--- config.mk ---
export PLATFORM = sky130hd
export DESIGN_NAME = velocity_command_watchdog_top
export DESIGN_NICKNAME = d
export VERILOG_FILES = /design/src/design/vcw_pkg.sv /design/src/design/vcw_ctrl.sv /design/src/design/vcw_dp.sv /design/src/design/velocity_command_watchdog_top.sv
export SDC_FILE = /design/constraint.sdc
export NUM_CORES = 1
export LEC_CHECK = 0
export ABC_AREA = 1
export BUFFER_PORTS_ARGS = -buffer_cell sky130_fd_sc_hd__buf_4
export CAP_MARGIN = 20
export CORE_MARGIN = 2
export CORE_UTILIZATION = 30
export CTS_CLUSTER_DIAMETER = 30
export CTS_CLUSTER_SIZE = 40
export DETAILED_ROUTE_END_ITERATION = 7
export SLEW_MARGIN = 30
export SYNTH_ARGS = -nofsm -noshare
export SYNTH_HDL_FRONTEND = slang
export SYNTH_HIERARCHICAL = 1
export SYNTH_SLANG_ARGS = --single-unit
--- constraint.sdc ---
create_clock -name clk -period 12.8 [get_ports clk]
set_clock_uncertainty 0.1 [all_clocks]
set_input_delay 3.84 -clock clk [delete_from_list [all_inputs] [get_ports clk]]
set_output_delay 3.84 -clock clk [all_outputs]
set_load 0.02 [all_outputs]
--- src/design/vcw_pkg.sv ---
package vcw_pkg;

  // Width of the saturating millisecond counter
  localparam int ELAPSED_BITS = 16;
  // Common width for comparing the counter with the 16-bit limits
  localparam int CMP_BITS = (ELAPSED_BITS > 16) ? ELAPSED_BITS : 16;
  localparam logic [ELAPSED_BITS-1:0] ELAPSED_TOP = '1;

  localparam int SPEED_BITS = 16;
  localparam int DIV_STEPS  = 16;
  localparam logic [3:0] DIV_LAST_STEP = 4'd15;
  localparam logic [3:0] RECOVERY_TOP  = 4'd15;

  // Input command codes
  localparam logic [1:0] CMD_FRAME = 2'd0;
  localparam logic [1:0] CMD_TICK  = 2'd1;
  localparam logic [1:0] CMD_CLEAR = 2'd2;

  // Configuration register indexes
  localparam logic [1:0] REG_HOLD_MS      = 2'd0;
  localparam logic [1:0] REG_STOP_MS      = 2'd1;
  localparam logic [1:0] REG_GAP_MS       = 2'd2;
  localparam logic [1:0] REG_FRAMES_NEED  = 2'd3;

  // Reset values of the configuration registers
  localparam logic [15:0] HOLD_MS_RST     = 16'd300;
  localparam logic [15:0] STOP_MS_RST     = 16'd800;
  localparam logic [15:0] GAP_MS_RST      = 16'd100;
  localparam logic [3:0]  FRAMES_NEED_RST = 4'd3;

  // Controller to datapath commands
  typedef struct packed {
    logic load_in;
    logic eval;
    logic mul;
    logic div_step;
    logic div_last;
    logic lane;
    logic put;
  } vcw_cmd_t;

  // Datapath to controller status
  typedef struct packed {
    logic ramp_go;
    logic out_free;
  } vcw_status_t;

endpackage

--- src/design/vcw_ctrl.sv ---
module vcw_ctrl (
  input  logic                 clk,
  input  logic                 rst,
  input  logic                 in_valid,
  output logic                 in_ready,
  input  vcw_pkg::vcw_status_t status,
  output vcw_pkg::vcw_cmd_t    cmd
);

  localparam logic [2:0] S_IDLE = 3'd0;
  localparam logic [2:0] S_EVAL = 3'd1;
  localparam logic [2:0] S_MUL  = 3'd2;
  localparam logic [2:0] S_DIV  = 3'd3;
  localparam logic [2:0] S_PUT  = 3'd4;

  logic [2:0] state;
  logic [2:0] state_next;
  logic [3:0] step;
  logic       lane;

  assign in_ready = (state == S_IDLE);

  // Decode state into datapath commands and pick the next state
  always_comb begin
    cmd        = '0;
    cmd.lane   = lane;
    state_next = state;
    case (state)
      S_IDLE: begin
        cmd.load_in = in_valid;
        if (in_valid) begin
          state_next = S_EVAL;
        end
      end
      S_EVAL: begin
        cmd.eval   = 1'b1;
        state_next = status.ramp_go ? S_MUL : S_PUT;
      end
      S_MUL: begin
        cmd.mul    = 1'b1;
        state_next = S_DIV;
      end
      S_DIV: begin
        cmd.div_step = 1'b1;
        cmd.div_last = (step == vcw_pkg::DIV_LAST_STEP);
        if (cmd.div_last) begin
          state_next = lane ? S_PUT : S_MUL;
        end
      end
      S_PUT: begin
        cmd.put = status.out_free;
        if (status.out_free) begin
          state_next = S_IDLE;
        end
      end
      default: begin
        state_next = S_IDLE;
      end
    endcase
  end

  // Advance state, divider step count and lane
  always_ff @(posedge clk) begin
    if (rst) begin
      state <= S_IDLE;
      step  <= '0;
      lane  <= 1'b0;
    end else begin
      state <= state_next;
      if (cmd.eval) begin
        lane <= 1'b0;
      end
      if (cmd.mul) begin
        step <= '0;
      end else if (cmd.div_step) begin
        step <= step + 4'd1;
        if (cmd.div_last) begin
          lane <= 1'b1;
        end
      end
    end
  end

endmodule

--- src/design/vcw_dp.sv ---
module vcw_dp (
  input  logic                clk,
  input  logic                rst,
  input  vcw_pkg::vcw_cmd_t   cmd,
  output vcw_pkg::vcw_status_t status,
  input  logic                cfg_valid,
  input  logic [1:0]          cfg_index,
  input  logic [15:0]         cfg_data,
  input  logic [1:0]          command,
  input  logic                running,
  input  logic signed [15:0]  linear_speed,
  input  logic signed [15:0]  angular_speed,
  output logic                out_valid,
  input  logic                out_ready,
  output logic                drive_update,
  output logic signed [15:0]  drive_linear,
  output logic signed [15:0]  drive_angular,
  output logic                stop_event,
  output logic                rejected
);

  localparam int EB = vcw_pkg::ELAPSED_BITS;
  localparam int CB = vcw_pkg::CMP_BITS;

  // Configuration
  logic [15:0] hold_ms;
  logic [15:0] stop_ms;
  logic [15:0] gap_ms;
  logic [3:0]  frames_need;

  // Watchdog state
  logic          mode_active;
  logic          stopped_flag;
  logic [3:0]    recovery_count;
  logic [EB-1:0] elapsed_count;
  logic [15:0]   held_linear;
  logic [15:0]   held_angular;

  // Latched input beat
  logic [1:0]  in_command;
  logic        in_running;
  logic [15:0] in_linear;
  logic [15:0] in_angular;

  // Result under construction
  logic        res_upd;
  logic [15:0] res_lin;
  logic [15:0] res_ang;
  logic        res_stop;
  logic        res_rej;

  // Ramp arithmetic
  logic [15:0] num;
  logic [15:0] den;
  logic [15:0] rem;
  logic [15:0] dq;
  logic        neg;

  logic [EB-1:0] elapsed_inc;
  logic [CB-1:0] e_ext;
  logic [CB-1:0] einc_ext;
  logic [CB-1:0] hold_ext;
  logic [CB-1:0] stop_ext;
  logic [CB-1:0] gap_ext;
  logic [CB-1:0] num_ext;
  logic [3:0]    rc_next;
  logic          is_frame;
  logic          is_tick;
  logic          recovering;
  logic          resume;
  logic          frame_upd;
  logic          watch_on;
  logic          ramp_go;
  logic          stop_go;

  logic [15:0] held_sel;
  logic [16:0] mag;
  logic [32:0] prod_w;
  logic [16:0] trial;
  logic [16:0] diff;
  logic        ge;
  logic [15:0] rem_new;
  logic [15:0] dq_new;
  logic [15:0] q_signed;

  // Decide the item's effect from the latched beat and current state
  always_comb begin
    elapsed_inc = (elapsed_count == vcw_pkg::ELAPSED_TOP) ? elapsed_count
                                                          : elapsed_count + 1'b1;
    e_ext      = CB'(elapsed_count);
    einc_ext   = CB'(elapsed_inc);
    hold_ext   = CB'(hold_ms);
    stop_ext   = CB'(stop_ms);
    gap_ext    = CB'(gap_ms);
    num_ext    = stop_ext - einc_ext;
    is_frame   = (in_command == vcw_pkg::CMD_FRAME);
    is_tick    = (in_command == vcw_pkg::CMD_TICK);
    recovering = mode_active && stopped_flag;
    if ((recovery_count != 4'd0) && (e_ext <= gap_ext)) begin
      rc_next = (recovery_count < vcw_pkg::RECOVERY_TOP) ? recovery_count + 4'd1
                                                         : recovery_count;
    end else begin
      rc_next = 4'd1;
    end
    resume    = rc_next >= frames_need;
    frame_upd = is_frame && in_running && (!recovering || resume);
    watch_on  = is_tick && mode_active && !stopped_flag && in_running &&
                (einc_ext > hold_ext);
    ramp_go   = watch_on && (einc_ext < stop_ext);
    stop_go   = watch_on && (einc_ext >= stop_ext);
  end

  assign status.ramp_go  = ramp_go;
  assign status.out_free = !out_valid || out_ready;

  // Magnitude times remaining span, then one restoring divide step a cycle
  always_comb begin
    held_sel = cmd.lane ? held_angular : held_linear;
    mag      = held_sel[15] ? (17'd0 - {held_sel[15], held_sel}) : {1'b0, held_sel};
    prod_w   = 33'(mag) * 33'(num);
    trial    = {rem, dq[15]};
    ge       = trial >= {1'b0, den};
    diff     = trial - {1'b0, den};
    rem_new  = ge ? diff[15:0] : trial[15:0];
    dq_new   = {dq[14:0], ge};
    q_signed = neg ? (16'd0 - dq_new) : dq_new;
  end

  // Configuration writes and watchdog state
  always_ff @(posedge clk) begin
    if (rst) begin
      hold_ms        <= vcw_pkg::HOLD_MS_RST;
      stop_ms        <= vcw_pkg::STOP_MS_RST;
      gap_ms         <= vcw_pkg::GAP_MS_RST;
      frames_need    <= vcw_pkg::FRAMES_NEED_RST;
      mode_active    <= 1'b0;
      stopped_flag   <= 1'b0;
      recovery_count <= '0;
      elapsed_count  <= '0;
      held_linear    <= '0;
      held_angular   <= '0;
      out_valid      <= 1'b0;
    end else begin
      if (cfg_valid) begin
        case (cfg_index)
          vcw_pkg::REG_HOLD_MS:     hold_ms     <= cfg_data;
          vcw_pkg::REG_STOP_MS:     stop_ms     <= cfg_data;
          vcw_pkg::REG_GAP_MS:      gap_ms      <= cfg_data;
          vcw_pkg::REG_FRAMES_NEED: frames_need <= cfg_data[3:0];
          default: ;
        endcase
      end
      if (cmd.eval) begin
        case (in_command)
          vcw_pkg::CMD_FRAME: begin
            if (in_running) begin
              elapsed_count <= '0;
              held_linear   <= in_linear;
              held_angular  <= in_angular;
              if (recovering) begin
                if (resume) begin
                  stopped_flag   <= 1'b0;
                  recovery_count <= '0;
                end else begin
                  recovery_count <= rc_next;
                end
              end else begin
                mode_active    <= 1'b1;
                recovery_count <= '0;
              end
            end
          end
          vcw_pkg::CMD_TICK: begin
            elapsed_count <= elapsed_inc;
            if (stop_go) begin
              stopped_flag   <= 1'b1;
              recovery_count <= '0;
            end
          end
          vcw_pkg::CMD_CLEAR: begin
            mode_active    <= 1'b0;
            stopped_flag   <= 1'b0;
            recovery_count <= '0;
            elapsed_count  <= '0;
            held_linear    <= '0;
            held_angular   <= '0;
          end
          default: ;
        endcase
      end
      out_valid <= cmd.put || (out_valid && !out_ready);
    end
  end

  // Input latch, result build, ramp arithmetic and output register
  always_ff @(posedge clk) begin
    if (cmd.load_in) begin
      in_command <= command;
      in_running <= running;
      in_linear  <= linear_speed;
      in_angular <= angular_speed;
    end
    if (cmd.eval) begin
      res_upd  <= frame_upd || watch_on;
      res_lin  <= frame_upd ? in_linear  : 16'd0;
      res_ang  <= frame_upd ? in_angular : 16'd0;
      res_stop <= stop_go;
      res_rej  <= is_frame && !in_running;
      num      <= num_ext[15:0];
      den      <= stop_ms - hold_ms;
    end
    if (cmd.mul) begin
      rem <= prod_w[31:16];
      dq  <= prod_w[15:0];
      neg <= held_sel[15];
    end
    if (cmd.div_step) begin
      rem <= rem_new;
      dq  <= dq_new;
      if (cmd.div_last) begin
        if (cmd.lane) begin
          res_ang <= q_signed;
        end else begin
          res_lin <= q_signed;
        end
      end
    end
    if (cmd.put) begin
      drive_update  <= res_upd;
      drive_linear  <= res_lin;
      drive_angular <= res_ang;
      stop_event    <= res_stop;
      rejected      <= res_rej;
    end
  end

endmodule

--- src/design/velocity_command_watchdog_top.sv ---
// Velocity command watchdog. Each input beat is a velocity frame, a one
// millisecond tick or a clear, and each gives exactly one result beat. Frames
// and non-ramp ticks go from acceptance through the evaluate state and the
// put state into the output register. A ramp tick also runs the ramp
// arithmetic between those two states: one shared 17x16 multiplier followed
// by a 16-step restoring divider, run once for the linear and once for the
// angular lane. One item is worked on at a time; the next is taken once
// the result has moved into the output register, where it waits for
// out_ready. Configuration writes are taken every cycle and must only be
// made while the block is idle.
module velocity_command_watchdog_top (
  input  logic               clk,
  input  logic               rst,
  input  logic               cfg_valid,
  output logic               cfg_ready,
  input  logic [1:0]         cfg_index,
  input  logic [15:0]        cfg_data,
  input  logic               in_valid,
  output logic               in_ready,
  input  logic [1:0]         command,
  input  logic               running,
  input  logic signed [15:0] linear_speed,
  input  logic signed [15:0] angular_speed,
  output logic               out_valid,
  input  logic               out_ready,
  output logic               drive_update,
  output logic signed [15:0] drive_linear,
  output logic signed [15:0] drive_angular,
  output logic               stop_event,
  output logic               rejected
);

  vcw_pkg::vcw_cmd_t    cmd;
  vcw_pkg::vcw_status_t status;

  assign cfg_ready = 1'b1;

  vcw_ctrl u_ctrl (
    .clk      (clk),
    .rst      (rst),
    .in_valid (in_valid),
    .in_ready (in_ready),
    .status   (status),
    .cmd      (cmd)
  );

  vcw_dp u_dp (
    .clk           (clk),
    .rst           (rst),
    .cmd           (cmd),
    .status        (status),
    .cfg_valid     (cfg_valid),
    .cfg_index     (cfg_index),
    .cfg_data      (cfg_data),
    .command       (command),
    .running       (running),
    .linear_speed  (linear_speed),
    .angular_speed (angular_speed),
    .out_valid     (out_valid),
    .out_ready     (out_ready),
    .drive_update  (drive_update),
    .drive_linear  (drive_linear),
    .drive_angular (drive_angular),
    .stop_event    (stop_event),
    .rejected      (rejected)
  );

endmodule

# After elaboration in Yosys (flattened, before gate mapping)
# Index checks and enable logic that the tools add are counted.
[word_totals] register_bits=285 in_bits=58 output_inout_bits=38 wordCells=162
[op_classes] add_sub_neg=8 multipliers=1 n_lt_le_gt_ge=7 n_eq_ne=19 mux=55 reduce_logical=39
[ops] cell="16-bit 2-to-1 mux" n=21
[ops] cell="16-bit case mux with 2 select lines" n=2
[ops] cell="16-bit case mux with 3 select lines" n=1
[ops] cell="16-bit subtractor" n=3
[ops] cell="17-bit by 16-bit multiplier with 32-bit output" n=1
[ops] cell="4-bit 2-to-1 mux" n=6
[ops] cell="17-bit by 16-bit greater-or-equal comparator with 1-bit output" n=1
[ops] cell="17-bit 2-to-1 mux" n=1
[ops] cell="1-bit by 16-bit subtractor with 17-bit output (first input constant)" n=1
[ops] cell="16-bit by 1-bit adder with 16-bit output (second input constant)" n=1
[ops] cell="16-bit == test (second input constant)" n=1
[ops] cell="16-bit greater-or-equal comparator" n=1
[ops] cell="16-bit greater-than comparator" n=1
[ops] cell="16-bit less-or-equal comparator" n=1
[ops] cell="16-bit less-than comparator" n=1
[ops] cell="1-bit by 16-bit subtractor with 16-bit output (first input constant)" n=1
[ops] cell="3-bit 2-to-1 mux" n=5
[ops] cell="3-bit case mux with 5 select lines" n=1
[ops] cell="1-bit 2-to-1 mux" n=14
[ops] cell="1-bit logical AND" n=12
[ops] cell="4-bit case mux with 3 select lines" n=1
[ops] cell="2-bit != test (second input constant)" n=5
[ops] cell="3-bit AND reduction" n=3
[ops] cell="4-bit by 1-bit adder with 4-bit output (second input constant)" n=2
[ops] cell="other kinds (23)" n=42

# Logic depth before layout (Yosys ltp)
# Gate-level depths: netlist of the first run.
[depth] word_depth=11 ltp_mapped=40 ltp_nobuf=37

# By module
# Netlist of the first run, hierarchy kept.
[by_module_without_submodules] module="vcw_dp" n_inst=1 cells_per_inst=2917 area_per_inst_um2=23563.8 seq_area_each_um2=6926.6
[by_module_without_submodules] module="vcw_ctrl" n_inst=1 cells_per_inst=69 area_per_inst_um2=464.2 seq_area_each_um2=160.2
[by_module_without_submodules] module="velocity_command_watchdog_top" n_inst=1 cells_per_inst=2 area_per_inst_um2=11.3 seq_area_each_um2=0.0

# Worst setup path before layout of the first run
# OpenSTA, ideal clock, no wires.
[synth_path] path_type="reg2reg" startpoint="register u_ctrl.lane" endpoint="register u_dp.rem[5], data pin" setup_time_ps=256 arrival_time_ps=7024 t_required_ps=12444 setup_slack_ps=5420 path_stages_with_launch=35 n_path_buf=3 synth_period_minus_slack_ps=7380 cell_sequence="dfxtp_1 -> buf_4 -> buf_6 -> inv_4 -> or2_1 -> o21ai_2 -> clkbuf_1 -> ha_1 -> nand3_1 -> nor2_2 -> nand3_2 -> o21ai_4 -> o21ai_2 -> or2_1 -> nand2_4 -> nor2_1 -> fa_1 -> inv_1 -> fa_1 -> inv_1 -> fa_1 -> fa_1 -> fa_1 -> inv_1 -> fa_1 -> inv_1 -> ha_1 -> a21o_1 -> a21oi_1 -> nand2_1 -> a21oi_1 -> o21ai_0 -> or2_2 -> nand3_1 -> nand2_1"
[synth_via] elab_chain_cells=6
[synth_rtl] item="start: declaration" line_no="vcw_ctrl.sv:19" source="logic lane;"
[synth_rtl] item="start signal: assignment" line_no="vcw_ctrl.sv:67" source="lane <= 1'b0;"
[synth_rtl] item="start signal: assignment" line_no="vcw_ctrl.sv:71" source="lane <= 1'b0;"
[synth_rtl] item="start signal: assignment" line_no="vcw_ctrl.sv:78" source="lane <= 1'b1;"
[synth_rtl] item="16-bit 2-to-1 mux (*)" line_no="vcw_dp.sv:118" source="held_sel = cmd.lane ? held_angular : held_linear;"
[synth_rtl] item="1-bit by 16-bit subtractor with 17-bit output" line_no="vcw_dp.sv:119" source="mag = held_sel[15] ? (17'd0 - {held_sel[15], held_sel}) : {1'b0, held_sel};"
[synth_rtl] item="17-bit 2-to-1 mux (*)" line_no="vcw_dp.sv:119"
[synth_rtl] item="17-bit by 16-bit multiplier with 32-bit output (*)" line_no="vcw_dp.sv:120" source="prod_w = 33'(mag) * 33'(num);"
[synth_rtl] item="16-bit 2-to-1 mux (*)" line_no="vcw_dp.sv:212" source="if (cmd.mul) begin"
[synth_rtl] item="16-bit 2-to-1 mux (*)" line_no="vcw_dp.sv:217" source="if (cmd.div_step) begin"
[synth_rtl] item="end signal: assignment" line_no="vcw_dp.sv:213" source="rem <= prod_w[31:16];"
[synth_rtl] item="end signal: assignment" line_no="vcw_dp.sv:218" source="rem <= rem_new;"
[synth_rtl] item="end: declaration" line_no="vcw_dp.sv:55" source="logic [15:0] rem;"
# Every way passes the cells marked *; elsewhere a longest branch is shown, timed or not. The select of a mux whose other input is x is not followed.
# A chain may end at the register's enable or synchronous reset.

# Worst setup path after layout of the first run
[layout_path] startpoint="register u_ctrl.lane" endpoint="register u_dp.rem[4], data pin"
# Same word-level chain as after synthesis.

==> impl_metrics.tcl, run 1 <==
set metrics [dict create \
    syn_inst 2988 \
    routed_wl_mm 69.0 \
    multiInputGateArea_um2 14700 \
    path_class "reg -> reg" \
    cts_buffers 70 \
    p_total_mw 3.69 \
    p_sw_share_pct 31.1 \
    combinationalPowerShare_pct 23.1 \
    start_util_pct 30.4 \
    antennaDiodeCount 0 \
    final_core_util_pct 35.7 \
    dr.first_iter.drc_count 1464 \
    end_kind "register" \
    crit_path_start_kind "register" \
    hold_viol 0 \
    worstSkewPairLatency_ps 590 \
    placed_area_um2 25900 \
    grt_pass1_wl_mm 109 \
    worstMarginPinSlew_ps 944 \
    hp-class "reg -> reg" \
    cp_slowest_cell "dfxtp_1" \
    synth_edf_count 138 \
    fin_area_um2 28300 \
    critPathMostFrequentCell "fa_1" \
    cts_root_buffer "clkbuf_16" \
    critPathMaxStageDelay_ps 930 \
    instances_no_fill 4202 \
    numClockSinks 285 \
    power_leakage_nw 13.1 \
    synthArstFlopShare_pct 0 \
    ys_seq_area_share_pct 29.5 \
    path_max_fanout 22 \
    fin_crit_ps 8640 \
    arrival_ps 8870 \
    synth-seq-cells 285 \
    nets 3558 \
    grt_pass1_vias 20000 \
    core.rowCount 103 \
    dpl.hpwl_mm 54.9 \
    drv_slew 0 \
    viasPerCell 4.79 \
    gp_congestion 0.936 \
    io_pins 96 \
    grt_max_degree 68 \
    internal-power_mw 2.54 \
    synthDistinctLibCells 57 \
    ys_warn_count 6 \
    area_delta_synth_final_pct 17.6 \
    routed-via-count 20100 \
    power_frac_seq_pct 29.4 \
    netlist_area_um2 24000 \
    maxSlewHeadroom_pct 37.0 \
    power_density_nw_per_um2 130 \
    cts_tree "built" \
    synth_flop_cell "dfxtp_1" \
    cp.buffers_inverters 6 \
    p_sw_mw 1.15 \
    period_share_pct 67.5 \
    ant_nets 0 \
    status "finished clean" \
    hold_buffers 0 \
    avgSynthCellArea_um2 8.05 \
    antenna_found_initial 0 \
    clock_path_buffers 3 \
    path_clk_slew_ps 50 \
    first_pass_iters 6 \
    post_cts_resized 0 \
    final_layout_size_suffix_gt1_share_pct 9.07 \
    groute.usage.overall_pct 16.9 \
    post_cts_buffers 0 \
    cp.required_ps 13020 \
    preCtsSetupSlack_ps 4180 \
    setup_ws_ps 4160 \
    max_freq_ghz 0.116 \
    clkPwrFrac_pct 47.5 \
    hold_slack_ps 327 \
    fillers 8272 \
    fin_tns_setup_ps 0 \
    dieArea_um2 82400 \
    grt-ovfl-total 0 \
    rsz0062_at_grt "no" \
    setup_viol 0 \
    drv_cap 0 \
    drc 0 \
    seq_area_um2 7090 \
    placedCellCount 4074 \
    die_h_um 287 \
    coreArea_um2 79100 \
    critPathTopFamily "adder cells" \
    portBuffers 94 \
    wl_per_cell_um 16.4 \
    irDropWorstVdd_mv 0.109 \
    die_w_um 287 \
    htreeDepth 3 \
]
## cell families (layout without fill, tap and decap cells)
group           count (synthesis)  after routing  share of synthesized area [%]
other cells                     3             16                         0.0468
xor+xnor                       70             70                           2.55
flops                         285            285                           29.5
buf+inv                       615            766                           9.83
fa+ha+maj                     404            404                           27.6
compound gates                437            437                           9.89
simple gates                 1173           1173                           20.6
mux                             1              1                         0.0416
## path summary, 6_finish.rpt
| check | from | end | slack, ps | cells after the start |
|---|---|---|---|---|
| min | u_dp/res_rej | u_dp/rejected | 330 | 0 |
| max | u_ctrl/lane | u_dp/rem[4] | 4160 | 29 |
| max reg2reg | u_ctrl/lane | u_dp/rem[4] | 4160 | 29 |
| min reg2reg | u_dp/res_rej | u_dp/rejected | 330 | 0 |
## synth_stat cells, types with 5 or more instances
cell type | n | area, um2
nor2_1 | 267 | 1000
inv_2 | 9 | 33.8
nand2_1 | 617 | 2320
clkbuf_1 | 61 | 229
a21oi_1 | 209 | 1050
o211ai_1 | 15 | 113
nor3_1 | 35 | 175
nand4_1 | 31 | 194
a21o_1 | 7 | 52.6
o21bai_1 | 8 | 60.1
o21ai_0 | 145 | 726
fa_1 | 210 | 4200
a211oi_1 | 5 | 37.5
a31oi_1 | 13 | 81.3
clkinv_1 | 8 | 30.0
inv_1 | 510 | 1910
ha_1 | 194 | 2430
o21ai_2 | 7 | 61.3
o21ai_1 | 8 | 40.0
buf_1 | 8 | 30.0
xnor2_1 | 27 | 236
or2_2 | 20 | 125
nand3_1 | 164 | 821
xor2_1 | 43 | 377
dfxtp_1 | 147 | 2940
edfxtp_1 | 138 | 4140
or2_1 | 11 | 68.8
buf_4 | 6 | 45.0
o21a_1 | 6 | 45.0
buf_2 | 8 | 40.0
## final cells by class
type | count | area share [%]
well taps | 1050 | 4.65
clock inverters | 38 | 1.69
flip-flops and latches | 285 | 25.1
inverters | 530 | 7.07
clock buffers | 90 | 6.68
repair buffers | 108 | 2.94
multi-input cells | 2101 | 51.9
## flip-flops by register name, summed over array words and instances, names as in the netlist, 2 cells and up
signal / flops
u_dp/rem: 16
u_dp/res_ang: 16
u_ctrl/state: 3
u_dp/in_command: 2
u_dp/drive_linear: 16
u_dp/dq: 16
u_dp/hold_ext: 16
u_dp/in_linear: 16
u_dp/gap_ext: 16
u_dp/held_angular: 16
u_dp/den: 16
u_dp/held_linear: 16
u_dp/drive_angular: 16
u_ctrl/step: 4
u_dp/stop_ext: 16
u_dp/in_angular: 16
u_dp/res_lin: 16
u_dp/frames_need: 4
u_dp/e_ext: 16
u_dp/recovery_count: 4
u_dp/num: 16
## worst register-to-register path: cells and delay by family, from the launching register on
| kind | cells | cell delay (ps) |
|---|---|---|
| fa+ha+maj | 8 | 3530 |
| simple gates | 9 | 1760 |
| buf+inv | 6 | 1090 |
| compound gates | 6 | 990 |
| flops | 1 | 930 |
## power by group through the flow
| stage | clock, mW | combinational (mW) | sequential, mW |
|---|---|---|---|
| after detailed placement | 0 | 0.849 | 1.10 |
| after global placement | 0 | 0.838 | 1.10 |
| final | 1.75 | 0.850 | 1.09 |
| after global routing | 1.83 | 0.962 | 1.09 |
| after CTS | 1.78 | 0.854 | 1.08 |
| after floorplan | 0 | 0.601 | 1.08 |
## layout by cell type, fill, tap and decap left out, types with 11 or more instances in the layout
cell type,n
nand2_1,617
inv_1,508
nor2_1,265
fa_1,210
a21oi_1,208
ha_1,194
nand3_1,164
dfxtp_1,147
o21ai_0,145
edfxtp_1,138
buf_4,107
clkbuf_16,70
xor2_1,43
nor3_1,33
nand4_1,31
xnor2_1,27
or2_2,20
conb_1,16
o211ai_1,15
clkbuf_1,14
clkinv_2,13
a31oi_1,13
inv_2,12
or2_1,11
## routing by layer
layer  vias to the layer above  GRT usage, %  routed length [um]
li1                       9781             -                   -
met1                      9659          21.4               29600
met2                       556          28.7               33400
met3                       128          2.79                3600
met4                         0          6.17                2380
met5                         -             0                   0
(Power assumes the default switching activity.)
==> inputs of run 2 (changes only) <==
Settings changed: ABC_AREA 1 to 0.
Clock period 12.8 ns to 8.2 ns, I/O delays scaled along.
==> impl_metrics.tcl, run 2 <==
set metrics [dict create \
    end_kind "register" \
    viasPerCell 4.70 \
    die_h_um 285 \
    drv_slew 0 \
    cp.buffers_inverters 5 \
    maxSlewHeadroom_pct 34.7 \
    routed_wl_mm 58.4 \
    core.rowCount 103 \
    fin_crit_ps 7880 \
    hold-path-endpoint "u_dp/drive_linear[12]" \
    path_class "reg -> reg" \
    r2r-start "u_ctrl/lane" \
    synth_top_area_share_pct 17.7 \
    path_clk_slew_ps 50 \
    dr.first_iter.drc_count 1118 \
    r2r_end "u_dp/rem[12]" \
    groute.usage.overall_pct 14.4 \
    ant_nets 0 \
    antennaDiodeCount 0 \
    first_pass_iters 6 \
    cp.required_ps 8390 \
    worstSkewPairLatency_ps 590 \
    ys_warn_count 6 \
    p_total_mw 5.20 \
    synth_most_common_cell "inv_1" \
    grt_pass1_vias 17800 \
    die_w_um 285 \
    irDropWorstVdd_mv 0.127 \
    hold_slack_ps 320 \
    dpl.hpwl_mm 44.9 \
    grt-ovfl-total 0 \
    layout_commonest_cell "inv_1" \
    hold_buffers 0 \
    status "finished clean" \
    crit_path_start_kind "register" \
    critPathMaxStageDelay_ps 550 \
    synth-seq-cells 285 \
    grt_pass1_wl_mm 95.4 \
    setup_viol 0 \
    synthDistinctLibCells 87 \
    syn_inst 2549 \
    hp-class "reg -> reg" \
    final_cell_mix "inv_1, nand2_1, fa_1, ha_1, a21oi_1" \
    ff2ff_setup_slack_ps 320 \
    gp_congestion 0.858 \
    routed-via-count 17700 \
    hold_depth 0 \
    ys_seq_area_share_pct 29.9 \
    cts_buffers 72 \
    htreeDepth 3 \
    numClockSinks 285 \
    reg2reg_depth 26 \
    netlist_area_um2 23700 \
    clock_path_buffers 3 \
    setup.worst_path.start "u_ctrl/lane" \
    synth_edf_count 138 \
    drc 0 \
    power_leakage_nw 12.3 \
    arrival_ps 8070 \
    max_freq_ghz 0.127 \
    synth_flop_cell "dfxtp_1" \
    critPathTopFamily "adder cells" \
    yosysTopAreaCell "fa_1" \
    io_pins 96 \
    cts_tree "built" \
    avgSynthCellArea_um2 9.30 \
    critPathMostFrequentCell "fa_1" \
    power_density_nw_per_um2 184 \
    cp_slowest_cell "fa_1" \
    grt_max_degree 65 \
    portBuffers 94 \
    area_delta_synth_final_pct 19.4 \
    nets 3131 \
    hold_viol 0 \
    yosys-top-cells-area "fa_1, edfxtp_1, dfxtp_1" \
    path_max_fanout 16 \
    coreArea_um2 78600 \
    synthArstFlopShare_pct 0 \
    dieArea_um2 81200 \
    period_share_pct 96.0 \
    min_from "u_dp/res_lin[12]" \
    worstMarginPinSlew_ps 979 \
    wl_per_cell_um 15.5 \
    final_layout_size_suffix_gt1_share_pct 11.3 \
    start_util_pct 30.1 \
    ys_top_cells_by_count "inv_1, nand2_1, fa_1" \
    cts_root_buffer "clkbuf_16" \
    antenna_found_initial 0 \
    drv_cap 0 \
]
[run 2: cell count changes after synthesis, moves of 22 or more]
cell      previous run  this run
a21oi_1            209       179
and2_1               1       127
clkbuf_1            61        84
inv_1              510       346
mux2i_1              1        38
nand2_1            617       328
nand3_1            164        26
nand4_1             31         9
nor2_1             267       129
nor3b_1              0        37
o21ai_0            145        76
xnor2_1             27        79
[run 2: worst max-delay path by stage]
stage | to | slack [ps] | cells after the start
floorplan | u_dp/rem[15] | 30 | 32
global placement | u_dp/rem[15] | 280 | 27
detailed placement | u_dp/rem[12] | 170 | 27
CTS | u_dp/rem[12] | 130 | 27
global route | u_dp/rem[4] | -1 | 26
finish | u_dp/rem[12] | 320 | 26
[run 2: power breakdown]
| part | internal [mW] | switching [mW] | leakage, nW |
|---|---|---|---|
| sequential | 1.57 | 0.0577 | 2.47 |
| combinational | 0.281 | 0.387 | 8.57 |
| clock | 2.03 | 0.878 | 1.24 |
[run 2: worst reg2reg max path: cells and delay by family (launching register included)]
kind | cells | cell delay (ps)
fa+ha+maj | 7 | 3410
compound gates | 6 | 1630
simple gates | 4 | 660
buf+inv | 5 | 590
mux | 2 | 480
xor+xnor | 2 | 370
flops | 1 | 350
[run 2: kinds of logic (layout without fill, tap and decap cells)]
group / Yosys count / in the layout / synth area share (%)
adders and majority gates: 404 / 404 / 28.0
muxes: 47 / 47 / 2.03
xor gates and xnor gates: 109 / 109 / 4.03
other: 3 / 16 / 0.0475
DFF: 285 / 285 / 29.9
buffers and inverters: 455 / 621 / 7.40
AOI/OAI and AO/OA: 444 / 444 / 12.0
and+or+nand+nor: 802 / 802 / 16.6
[run 2: final cells by class]
type	count	area (um2)
tap	1050	1310
sequential	285	7090
timing repair buffer	138	1050
inverter	350	1320
multi-input combinational	1822	15000
clock inverter	39	503
fill	8044	50300
clock buffer	94	2030
[run 2: metal layers]
| metal | up-vias | GRT usage (%) | part of all wire [%] |
|---|---|---|---|
| li1 | 8770 | - | - |
| met1 | 8568 | 19.7 | 47 |
| met2 | 340 | 24.0 | 48 |
| met3 | 60 | 2.14 | 3.8 |
| met4 | 0 | 3.70 | 1.6 |
| met5 | - | 0 | 0 |
[run 2: through the flow]
stage                     worst slack [ps]  TNS, ps  utilization [%]  instances  area (um2)
after detailed placement               170        0             32.6       3638       25600
final                                  325        0             36.0       3778       28300
after global routing                 -1.06    -1.06             36.0       3778       28300
after CTS                              126        0             35.8       3771       28200
after global placement                 278        0             32.6       3637       25600
after floorplan                       28.5        0                -       2562       23800
[run 2: timing repair]
item / 4_1_cts / 5_1_grt
endpoints found under the setup margin: 0 / 10
resized for setup: 0 / 14
buffers inserted: 0 / 7
